--- src/rtl/core/xxhash64_stream_defines.svh ---
// Assertion macros for the xxHash64 stream block
`ifndef XXHASH64_STREAM_DEFINES_SVH
`define XXHASH64_STREAM_DEFINES_SVH
// Implication checked on every clock edge outside reset
`define XH_ASSERT_IMP(lbl, clk, rst_n, a, c) \
    lbl: assert property (@(posedge clk) disable iff (!rst_n) (a) |-> (c)) \
        else $error("assertion failed");
// Next-cycle implication checked outside reset
`define XH_ASSERT_NXT(lbl, clk, rst_n, a, c) \
    lbl: assert property (@(posedge clk) disable iff (!rst_n) (a) |=> (c)) \
        else $error("assertion failed");
`endif

--- src/rtl/core/xh64_pkg.sv ---
// Package with xxHash64 constants, types and helper functions
`timescale 1ns / 1ps
`default_nettype none
package xh64_pkg;
    localparam logic [63:0] P1 = 64'h9E3779B185EBCA87;
    localparam logic [63:0] P2 = 64'hC2B2AE3D27D4EB4F;
    localparam logic [63:0] P3 = 64'h165667B19E3779F9;
    localparam logic [63:0] P4 = 64'h85EBCA77C2B2AE63;
    localparam logic [63:0] P5 = 64'h27D4EB2F165667C5;
    localparam int BLOCK_BYTES = 32;
    localparam logic [63:0] SEED_RESET = 64'd0;

    // commands from the controller to the datapath
    typedef struct packed {
        logic restart;      // reload lanes from seed, clear counts
        logic load;         // take one input beat into the buffer
        logic lane_step;    // run one lane round (lane index in sel)
        logic merge_init;   // h = rotation sum, or seed + P5
        logic merge_step;   // merge one accumulator (sel)
        logic add_len;      // h += total length
        logic tail8;        // fold 8 tail bytes
        logic tail4;        // fold 4 tail bytes
        logic tail1;        // fold 1 tail byte
        logic aval;         // final avalanche
        logic hold;         // multiplier first cycle, state unchanged
        logic [1:0] sel;
        logic [1:0] phase;  // sub-step of a multi-cycle operation
    } t_cmd;

    typedef struct packed {
        logic block_full;   // 32 bytes buffered
        logic long_msg;     // total length >= 32
        logic [5:0] left;   // tail bytes not yet folded
    } t_stat;

    function automatic logic [63:0] rotl64(input logic [63:0] v, input int n);
        rotl64 = (v << n) | (v >> (64 - n));
    endfunction
endpackage
`default_nettype wire

--- src/rtl/core/xh64_ctrl.sv ---
// xxHash64 controller: sequences block rounds, merge, tail folds and avalanche
`timescale 1ns / 1ps
`default_nettype none
`include "xxhash64_stream_defines.svh"
module xh64_ctrl
    import xh64_pkg::*;
(
    input  wire logic  i_clk,
    input  wire logic  i_rst_n,
    input  wire logic  i_in_valid,
    input  wire logic  i_in_last,
    output logic       o_in_ready,
    input  wire logic  i_cfg_valid,
    output logic       o_cfg_ready,
    output logic       o_out_valid,
    input  wire logic  i_out_ready,
    input  wire t_stat i_stat,
    output t_cmd       o_cmd
);
    localparam logic [3:0] S_IDLE  = 4'd0;
    localparam logic [3:0] S_BLOCK = 4'd1;
    localparam logic [3:0] S_MINIT = 4'd2;
    localparam logic [3:0] S_MERGE = 4'd3;
    localparam logic [3:0] S_LEN   = 4'd4;
    localparam logic [3:0] S_T8    = 4'd5;
    localparam logic [3:0] S_T4    = 4'd6;
    localparam logic [3:0] S_T1    = 4'd7;
    localparam logic [3:0] S_AVAL  = 4'd8;
    localparam logic [3:0] S_OUT   = 4'd9;

    logic [3:0] r_state, n_state;
    logic [1:0] r_sel, n_sel;
    logic [1:0] r_ph, n_ph;
    logic       r_last, n_last;
    logic       r_wait, n_wait;
    logic       mul_op;
    logic       in_fire;

    assign o_in_ready  = (r_state == S_IDLE) && !i_stat.block_full && !r_last && !i_cfg_valid;
    assign o_cfg_ready = (r_state == S_IDLE) && !i_stat.block_full && !r_last;
    assign o_out_valid = (r_state == S_OUT);
    assign in_fire     = i_in_valid && o_in_ready;

    always_comb begin
        n_state = r_state;
        n_sel   = r_sel;
        n_ph    = r_ph;
        n_last  = r_last;
        o_cmd   = '0;
        o_cmd.sel   = r_sel;
        o_cmd.phase = r_ph;
        unique case (r_state)
            S_IDLE: begin
                o_cmd.restart = i_cfg_valid && o_cfg_ready;
                o_cmd.load    = in_fire;
                if (i_stat.block_full) begin
                    n_state = S_BLOCK;
                    n_sel   = 2'd0;
                    n_ph    = 2'd0;
                end else if (in_fire) begin
                    n_last = i_in_last;
                end else if (r_last) begin
                    n_state = S_MINIT;
                end
            end
            S_BLOCK: begin
                o_cmd.lane_step = 1'b1;
                if (r_ph == 2'd0) begin
                    n_ph = 2'd1;
                end else begin
                    n_ph  = 2'd0;
                    n_sel = r_sel + 2'd1;
                    if (r_sel == 2'd3) n_state = S_IDLE;
                end
            end
            S_MINIT: begin
                o_cmd.merge_init = 1'b1;
                n_sel = 2'd0;
                n_ph  = 2'd0;
                n_state = i_stat.long_msg ? S_MERGE : S_LEN;
            end
            S_MERGE: begin
                o_cmd.merge_step = 1'b1;
                if (r_ph != 2'd2) begin
                    n_ph = r_ph + 2'd1;
                end else begin
                    n_ph  = 2'd0;
                    n_sel = r_sel + 2'd1;
                    if (r_sel == 2'd3) n_state = S_LEN;
                end
            end
            S_LEN: begin
                o_cmd.add_len = 1'b1;
                n_ph = 2'd0;
                n_state = S_T8;
            end
            S_T8: begin
                if (i_stat.left >= 6'd8) begin
                    o_cmd.tail8 = 1'b1;
                    n_ph = (r_ph == 2'd2) ? 2'd0 : r_ph + 2'd1;
                end else begin
                    n_state = S_T4;
                end
            end
            S_T4: begin
                if (i_stat.left >= 6'd4) begin
                    o_cmd.tail4 = 1'b1;
                    n_ph = r_ph + 2'd1;
                    if (r_ph == 2'd1) begin
                        n_ph = 2'd0;
                        n_state = S_T1;
                    end
                end else begin
                    n_state = S_T1;
                end
            end
            S_T1: begin
                if (i_stat.left != 6'd0) begin
                    o_cmd.tail1 = 1'b1;
                    n_ph = (r_ph == 2'd1) ? 2'd0 : 2'd1;
                end else begin
                    n_state = S_AVAL;
                end
            end
            S_AVAL: begin
                o_cmd.aval = 1'b1;
                n_ph = r_ph + 2'd1;
                if (r_ph == 2'd2) begin
                    n_ph = 2'd0;
                    n_state = S_OUT;
                end
            end
            S_OUT: begin
                if (i_out_ready) begin
                    o_cmd.restart = 1'b1;
                    n_last  = 1'b0;
                    n_state = S_IDLE;
                end
            end
            default: n_state = S_IDLE;
        endcase

        // every multiply holds the state while its partial products are registered
        mul_op = o_cmd.lane_step || o_cmd.merge_step || o_cmd.tail8 || o_cmd.tail4
              || o_cmd.tail1 || (o_cmd.aval && r_ph != 2'd0);
        n_wait = 1'b0;
        if (mul_op && !r_wait) begin
            o_cmd.hold = 1'b1;
            n_wait  = 1'b1;
            n_state = r_state;
            n_sel   = r_sel;
            n_ph    = r_ph;
        end
    end

    always_ff @(posedge i_clk) begin
        if (!i_rst_n) begin
            r_state <= S_IDLE;
            r_sel   <= '0;
            r_ph    <= '0;
            r_last  <= 1'b0;
            r_wait  <= 1'b0;
        end else begin
            r_state <= n_state;
            r_sel   <= n_sel;
            r_ph    <= n_ph;
            r_last  <= (i_cfg_valid && o_cfg_ready) ? 1'b0 : n_last;
            r_wait  <= n_wait;
        end
    end

    `XH_ASSERT_IMP(a_no_in_busy, i_clk, i_rst_n, r_state != S_IDLE, !o_in_ready)
    `XH_ASSERT_IMP(a_full_blocks, i_clk, i_rst_n, i_stat.block_full, !o_in_ready)
    `XH_ASSERT_NXT(a_out_done, i_clk, i_rst_n, o_out_valid && i_out_ready,
        r_state == S_IDLE && !r_last)
endmodule
`default_nettype wire

--- config.mk ---
export PLATFORM = sky130hd
export DESIGN_NAME = xh64_ctrl
export DESIGN_NICKNAME = d
export VERILOG_FILES = /design/src/rtl/core/xh64_pkg.sv /design/src/rtl/core/xh64_ctrl.sv
export VERILOG_INCLUDE_DIRS = /design/src /design/src/rtl/core
export SDC_FILE = /design/constraint.sdc
export NUM_CORES = 1
export LEC_CHECK = 0
export ABC_AREA = 1
export CAP_MARGIN = 5
export CORE_MARGIN = 2
export CORE_UTILIZATION = 30
export DETAILED_ROUTE_END_ITERATION = 8
export DONT_BUFFER_PORTS = 1
export PLACE_DENSITY = 0.54
export RECOVER_POWER = 100
export SYNTH_ARGS = -nofsm -noshare
export SYNTH_HDL_FRONTEND = slang
export SYNTH_SLANG_ARGS = --single-unit
--- constraint.sdc ---
create_clock -name i_clk -period 2.4 [get_ports i_clk]
set_input_delay 0.36 -clock i_clk [delete_from_list [all_inputs] [get_ports i_clk]]
set_output_delay 0.36 -clock i_clk [all_outputs]
set_load 0.02 [all_outputs]
==> flow_summary.json, run 1 <==
{
  "port_buffers": 0,
  "relSlewSlack": 0.631,
  "insertion_delay_ns": 0.26,
  "ioPinCount": 32,
  "synthToLayoutAreaGrowth_pct": 1.63,
  "vias": 1002,
  "post-route-period-util": 0.912,
  "gr-usage-all-layers": 0.151,
  "synth_top_area_frac": 0.201,
  "ctsLongestPathBuffers": 2,
  "syn_inst": 169,
  "whs_endpoint": "r_wait",
  "yosysSeqAreaShare": 0.201,
  "cp_max_fo": 8,
  "final_nets": 185,
  "worstSetupEndpointType": "primary output",
  "die_area_mm2": 0.00380,
  "drive_above_1_share": 0.119,
  "cp_slowest_stage_delay_ns": 0.43,
  "gp_routability_congestion": 0.854,
  "cts_root_buffer": "clkbuf_4",
  "fin_setup_tns_ns": 0,
  "postCtsSetupBuffers": 0,
  "cp_common_cell": "nand2_1",
  "critPathTopFamily": "simple AND/OR/NAND/NOR gates",
  "min_delay_path_depth": 2,
  "synth_nets": 184,
  "hold_viol_final": 0,
  "r2r_start": "r_state[1]",
  "r2r_slack_ns": 0.32,
  "clk_pin_slew_ns": 0.06,
  "cts.repair.resized": 0,
  "power_density_mw_per_mm2": 1280,
  "worst_r2r_path_depth": 11,
  "rsz0062_at_grt": "false",
  "drt-pass1-iter-count": 4,
  "cp.arrival_ns": 1.83,
  "chipWidth_um": 61.6,
  "routed_wl_um": 2630,
  "finalMaxSlewViolations": 0,
  "start_util": 0.321,
  "hp-class": "input port to register",
  "die_h_um": 61.6,
  "grt_max_degree": 17,
  "synth.distinct_cells": 30,
  "crit_slowest_cell": "dfxtp_1",
  "synth-seq-cells": 10,
  "cts_sinks": 10,
  "cp_cell_sequence": "nor2_4 -> nand2_1 -> nor2_1 -> nand2_1 -> nor2_2 -> nand2_1 -> inv_1",
  "drtIter0Drc": 45,
  "r2r-end": "r_state[2]",
  "ys_top_cells_by_area": "dfxtp_1, nand2_1, inv_1",
  "cts_max_level": 1,
  "skew_ns": 0.00464,
  "yosys_warnings": 0,
  "min_period_ns": 2.19,
  "cts_tree": "built",
  "numCtsBuffers": 3,
  "nFillCells": 390,
  "critPathLaunchType": "register",
  "avgSynthCellArea_um2": 5.89,
  "cp_num_buf_inv": 1,
  "fmax_ghz": 0.457,
  "status": "finished, final reports clean",
  "core_mm2": 0.00310,
  "setup_viol": 0,
  "tightest_slew_ns": 0.552,
  "max_cap_viol_count": 0,
  "yosysTopAreaCell": "dfxtp_1",
  "antenna_found_initial": 0,
  "ant_nets": 0,
  "viasPerCell": 4.73,
  "dpl.hpwl_um": 2210,
  "diodes": 0,
  "post_drt_wl_per_cell_um": 12.4,
  "grt_pass1_wl_um": 4220,
  "place_inst": 209,
  "syn_area_um2": 996,
  "ir_worst_vdd_uv": 378,
  "grt_pass1_vias": 934,
  "cellLeakagePower_nw": 0.570,
  "min_from": "i_rst_n",
  "grt-ovfl-total": 0,
  "final_common_cell": "nand2_1",
  "crit_type": "register to primary output",
  "holdBufCountCts": 0,
  "fin_cells": 212,
  "final_cell_mix": "nand2_1, inv_1, nor2_1",
  "placementRows": 20,
  "cp_data_required_time_ns": 2.04,
  "drc": 0
}
state kept, by name, summed over array words and instances (netlist names):
name	count
r_wait	1
r_sel	2
r_last	1
r_state	4
r_ph	2
through the flow:
stage | util | power, mW | hold WS [ns] | setup slack (ns) | instance area, µm²
5_1_grt | 0.326 | 1.44 | 0.198 | 0.0873 | 1010
4_1_cts | 0.336 | 1.34 | 0.194 | 0.196 | 1040
6_report | 0.326 | 1.29 | 0.208 | 0.211 | 1010
3_5_place_dp | 0.329 | 1.22 | 0.477 | 0.483 | 1020
2_1_floorplan | - | 1.11 | 0.491 | 0.596 | 996
3_3_place_gp | 0.329 | 1.21 | 0.474 | 0.549 | 1020
synth_stat cells, drive strengths merged:
master / count
nand4: 5
nor3: 5
o22ai: 1
nand3: 13
ha: 1
o211a: 1
nor4: 2
a22oi: 1
inv: 35
dfxtp: 10
a21oi: 7
o21ai: 3
nand2: 45
nand3b: 1
buf: 5
nor2: 34
final cells by class:
cell class,count,area (µm²),share of cell area
repair buffers,1,3.75,0.00371
inverters,35,131,0.130
well taps,44,55.1,0.0544
multi-input cells,119,599,0.592
clock buffers,3,22.5,0.0222
flip-flops and latches,10,200,0.198
power breakdown:
group,switching [mW],internal [mW],total (mW)
sequential,0.112,0.223,0.334
combinational,0.582,0.265,0.848
clock,0.0512,0.0576,0.109
total,0.745,0.546,1.29
worst max-delay path by stage:
| stage | startpoint | end | cells past startpoint |
|---|---|---|---|
| after floorplan | r_state[1] | o_cmd[14] | 6 |
| after global placement | r_state[0] | o_cmd[13] | 7 |
| after detailed placement | r_state[0] | o_cmd[13] | 7 |
| after CTS | r_state[0] | o_cmd[13] | 7 |
| after global routing | r_state[3] | o_cmd[13] | 7 |
| final | r_state[0] | o_cmd[13] | 7 |
metal layers:
layer / up-vias / share of wire / wire length, µm / track usage
met5: - / 0 / 0 / 0
met4: 0 / 0.0080 / 21 / 0.0638
met3: 2 / 0.076 / 200 / 0.0210
met2: 35 / 0.49 / 1290 / 0.259
met1: 444 / 0.43 / 1120 / 0.188
li1: 521 / - / - / -
logic make-up (layout without fill, tap and decap cells):
family                     Yosys count  after routing  share of synthesized area
AOI/OAI and AO/OA                   13             13                     0.0817
buffers and inverters               40             39                      0.170
DFF                                 10             10                      0.201
and+or+nand+nor                    105            105                      0.535
adders and majority gates            1              1                     0.0126
Note: power is estimated with default switching activity, not from simulation.
==> run 2, diff against run 1 <==
clock period = 2.34 ns   (was 2.4 ns; I/O delays follow)
==> flow_summary.json, run 2 (synthesized netlist as in run 1, its figures left out) <==
{
  "cp_data_required_time_ns": 1.99,
  "vias": 1016,
  "min_from": "i_rst_n",
  "die_area_mm2": 0.00380,
  "postPlaceCellArea_mm2": 0.00102,
  "fmax_ghz": 0.460,
  "whs_endpoint": "r_wait",
  "grt-ovfl-total": 0,
  "tightest_slew_ns": 0.551,
  "ctsLongestPathBuffers": 2,
  "port_buffers": 0,
  "setup_viol": 0,
  "largest_reg_flops": 4,
  "top_regs": "r_state: 4 flops, r_ph: 2 flops, r_sel: 2 flops",
  "drive_above_1_share": 0.125,
  "drtIter0Drc": 55,
  "ir_worst_vdd_uv": 523,
  "die_h_um": 61.6,
  "worst_r2r_path_depth": 11,
  "viasPerCell": 4.79,
  "grt_max_degree": 17,
  "drt-pass1-iter-count": 4,
  "fin_area_mm2": 0.00102,
  "core_mm2": 0.00310,
  "fin_setup_tns_ns": 0,
  "power_mw": 1.32,
  "synthToLayoutAreaGrowth_pct": 2.14,
  "min_delay_path_depth": 2,
  "cp_max_fo": 8,
  "cts_root_buffer": "clkbuf_4",
  "final_nets": 185,
  "clk_pin_slew_ns": 0.06,
  "diodes": 0,
  "insertion_delay_ns": 0.25,
  "gp_routability_congestion": 0.855,
  "numCtsBuffers": 3,
  "hold_viol_final": 0,
  "chipWidth_um": 61.6,
  "final_common_cell": "nand2_1",
  "skew_ns": 0.00455,
  "cp.arrival_ns": 1.82,
  "start_util": 0.321,
  "cts_sinks": 10,
  "ioPinCount": 32,
  "r2r_start": "r_state[1]",
  "dpl.hpwl_um": 2140,
  "hp-class": "input port to register",
  "cellLeakagePower_nw": 0.571,
  "relSlewSlack": 0.631,
  "holdBufCountCts": 0,
  "grt_pass1_wl_um": 4170,
  "routed_wl_um": 2540,
  "r2r-end": "r_state[2]",
  "cts_max_level": 1,
  "power_density_mw_per_mm2": 1290,
  "critPathLaunchType": "register",
  "cts.repair.resized": 0,
  "status": "finished, final reports clean",
  "regMostFlops": "r_state",
  "post-route-period-util": 0.929,
  "post_drt_wl_per_cell_um": 12.0,
  "drc": 0,
  "max_cap_viol_count": 0,
  "finalMaxSlewViolations": 0,
  "cts_tree": "built",
  "worstSetupEndpointType": "primary output",
  "antenna_found_initial": 0,
  "nFillCells": 367,
  "crit_type": "register to primary output",
  "postCtsSetupBuffers": 0,
  "final_cell_mix": "nand2_1, inv_1, nor2_1",
  "place_inst": 209,
  "ant_nets": 0,
  "fin_cells": 212,
  "gr-usage-all-layers": 0.148,
  "rsz0062_at_grt": "false",
  "r2r_slack_ns": 0.27,
  "grt_pass1_vias": 984,
  "placementRows": 20,
  "min_period_ns": 2.17,
  "whs_ns": 0.200
}
-- run 2: report_power, final --
part	switching [mW]	internal (mW)	total (mW)
sequential	0.114	0.228	0.342
combinational	0.591	0.273	0.864
clock	0.0516	0.0590	0.111
total	0.756	0.560	1.32
-- run 2: layer usage --
metal | global-route usage | part of all wire
met1 | 0.175 | 0.45
met2 | 0.259 | 0.49
met3 | 0.0231 | 0.043
met4 | 0.0729 | 0.0083
met5 | 0 | 0
-- run 2: how the worst max path moves through the flow --
stage | startpoint | end | slack, ns | cells after the start
final | r_state[0] | o_cmd[13] | 0.17 | 7
after global routing | r_state[3] | o_cmd[13] | 0.02 | 7
after CTS | r_state[0] | o_cmd[13] | 0.15 | 7
after detailed placement | r_state[0] | o_cmd[13] | 0.44 | 7
after floorplan | r_state[1] | o_cmd[14] | 0.55 | 6
after global placement | r_state[0] | o_cmd[13] | 0.50 | 7
-- run 2: critical path, cell delays in order (launching register included) --
cell,delay [ns]
dfxtp_1,0.43
nor2_4,0.18
nand2_1,0.08
nor2_1,0.19
nand2_1,0.14
nor2_2,0.25
nand2_1,0.11
inv_1,0.19
-- run 2: area by class of cell --
cell class | instances | area [µm²] | share of cell area
Sequential cell | 10 | 200 | 0.197
Inverter | 35 | 131 | 0.129
Clock buffer | 3 | 22.5 | 0.0221
Timing Repair Buffer | 1 | 3.75 | 0.00369
Multi-Input combinational cell | 119 | 604 | 0.594
Tap cell | 44 | 55.1 | 0.0541
-- run 2: per-stage QoR --
stage / utilization / worst slack (ns)
2_1_floorplan: - / 0.545
3_3_place_gp: 0.329 / 0.499
3_5_place_dp: 0.329 / 0.443
4_1_cts: 0.336 / 0.153
5_1_grt: 0.328 / 0.0221
6_report: 0.328 / 0.166
==> run 3, diff against run 2 <==
CORE_MARGIN = unset   (was 2)
PLACE_DENSITY = unset   (was 0.54)
==> flow_summary.json, run 3 (synthesized netlist as in run 1, its figures left out) <==
{
  "fin_setup_tns_ns": 0,
  "regMostFlops": "r_state",
  "seq_power_share": 0.249,
  "worst_r2r_path_depth": 11,
  "nFillCells": 371,
  "critPathLaunchType": "register",
  "whs_ns": 0.187,
  "setup_viol": 0,
  "crit_type": "register to primary output",
  "rsz0062_at_grt": "false",
  "post_drt_wl_per_cell_um": 11.4,
  "hp-class": "input port to register",
  "cts.repair.resized": 0,
  "numCtsBuffers": 3,
  "swShare": 0.564,
  "switchingPower_uw": 777,
  "chipWidth_um": 59.6,
  "layout_setup_ws_ns": 0.176,
  "ant_nets": 0,
  "min_period_ns": 2.16,
  "ioPinCount": 32,
  "postCtsSetupBuffers": 0,
  "skew_ns": 0.00253,
  "vias": 1008,
  "cellLeakagePower_nw": 0.579,
  "gr-usage-all-layers": 0.154,
  "cts_tree": "built",
  "synthToLayoutAreaGrowth_pct": 4.15,
  "fmax_ghz": 0.462,
  "insertion_delay_ns": 0.27,
  "combPwrFrac": 0.635,
  "dpl.hpwl_um": 1950,
  "drt-pass1-iter-count": 4,
  "whs_endpoint": "r_wait",
  "antenna_found_initial": 0,
  "start_util": 0.321,
  "cp.arrival_ns": 1.81,
  "diodes": 0,
  "drc": 0,
  "post-route-period-util": 0.925,
  "viasPerCell": 4.73,
  "holdBufCountCts": 0,
  "grt_pass1_wl_um": 4060,
  "place_ws_ns": 0.435,
  "r2r-end": "r_state[3]",
  "min_delay_path_depth": 2,
  "min_from": "i_rst_n",
  "cts_sinks": 10,
  "die_h_um": 59.6,
  "ir_worst_vdd_uv": 406,
  "port_buffers": 0,
  "final_cell_mix": "nand2_1, inv_1, nor2_1",
  "top_regs": "r_state: 4 flops, r_ph: 2 flops, r_sel: 2 flops",
  "r2r_start": "r_state[2]",
  "p_clk_frac": 0.116,
  "worstSetupEndpointType": "primary output",
  "power_mw": 1.38,
  "utilization": 0.334,
  "final_nets": 185,
  "grt_max_degree": 17,
  "drive_above_1_share": 0.136,
  "grt-ovfl-total": 0,
  "cp_max_fo": 16,
  "power_density_mw_per_mm2": 1330,
  "routed_wl_um": 2430,
  "final_common_cell": "nand2_1",
  "cts_max_level": 1,
  "max_cap_viol_count": 0,
  "core_mm2": 0.00310,
  "largest_reg_flops": 4,
  "status": "finished, final reports clean",
  "finalMaxSlewViolations": 0,
  "r2r_slack_ns": 0.39,
  "relSlewSlack": 0.631,
  "ctsLongestPathBuffers": 2,
  "placementRows": 20,
  "grt_pass1_vias": 874,
  "hold_viol_final": 0,
  "cp_data_required_time_ns": 1.99,
  "gp_routability_congestion": 0.835,
  "die_area_mm2": 0.00355,
  "clk_pin_slew_ns": 0.07,
  "cts_root_buffer": "clkbuf_4",
  "tightest_slew_ns": 0.552,
  "p_int_uw": 601,
  "drtIter0Drc": 45
}
-- run 3: per-layer routing --
| layer | GRT usage | vias to the layer above | wire (µm) |
|---|---|---|---|
| met5 | 0 | - | 0 |
| met4 | 0.0897 | 0 | 79 |
| met3 | 0.0240 | 9 | 139 |
| met2 | 0.226 | 35 | 1020 |
| met1 | 0.210 | 440 | 1190 |
| li1 | - | 524 | - |
-- run 3: power groups by stage --
stage	logic, mW	clock network [mW]	registers (mW)
2_1_floorplan	0.837	0	0.301
3_3_place_gp	0.903	0	0.344
3_5_place_dp	0.899	0	0.346
4_1_cts	0.901	0.166	0.342
5_1_grt	1.01	0.177	0.353
6_report	0.875	0.160	0.342
-- run 3: per-stage QoR --
| stage | instance area, µm² | cells |
|---|---|---|
| after floorplan | 996 | 169 |
| after global placement | 1020 | 209 |
| after detailed placement | 1020 | 209 |
| after CTS | 1060 | 213 |
| after global routing | 1040 | 213 |
| final | 1040 | 213 |
-- run 3: worst max-delay path, cell delays in order (launching register included) --
cell and delay (ns):
dfxtp_1 0.56, nand2_1 0.16, nor2_1 0.24, nand2_1 0.14
nand4_2 0.13, nand2_4 0.12, inv_1 0.18
-- run 3: cell type report --
| class | count | area [µm²] | share of cell area |
|---|---|---|---|
| flip-flops and latches | 10 | 200 | 0.193 |
| multi-input cells | 119 | 611 | 0.589 |
| clock buffers | 4 | 36.3 | 0.0350 |
| well taps | 44 | 55.1 | 0.0531 |
| repair buffers | 1 | 3.75 | 0.00362 |
| inverters | 35 | 131 | 0.127 |
-- run 3: worst max-delay path by stage --
stage	end	start	slack [ns]	cells after the start
2_1_floorplan	o_cmd[14]	r_state[1]	0.55	6
3_3_place_gp	o_cmd[13]	r_state[2]	0.44	7
3_5_place_dp	o_cmd[13]	r_state[0]	0.43	7
4_1_cts	o_cmd[13]	r_state[0]	0.12	7
5_1_grt	o_cmd[4]	r_state[0]	0.04	6
6_report	o_cmd[4]	r_state[0]	0.18	6
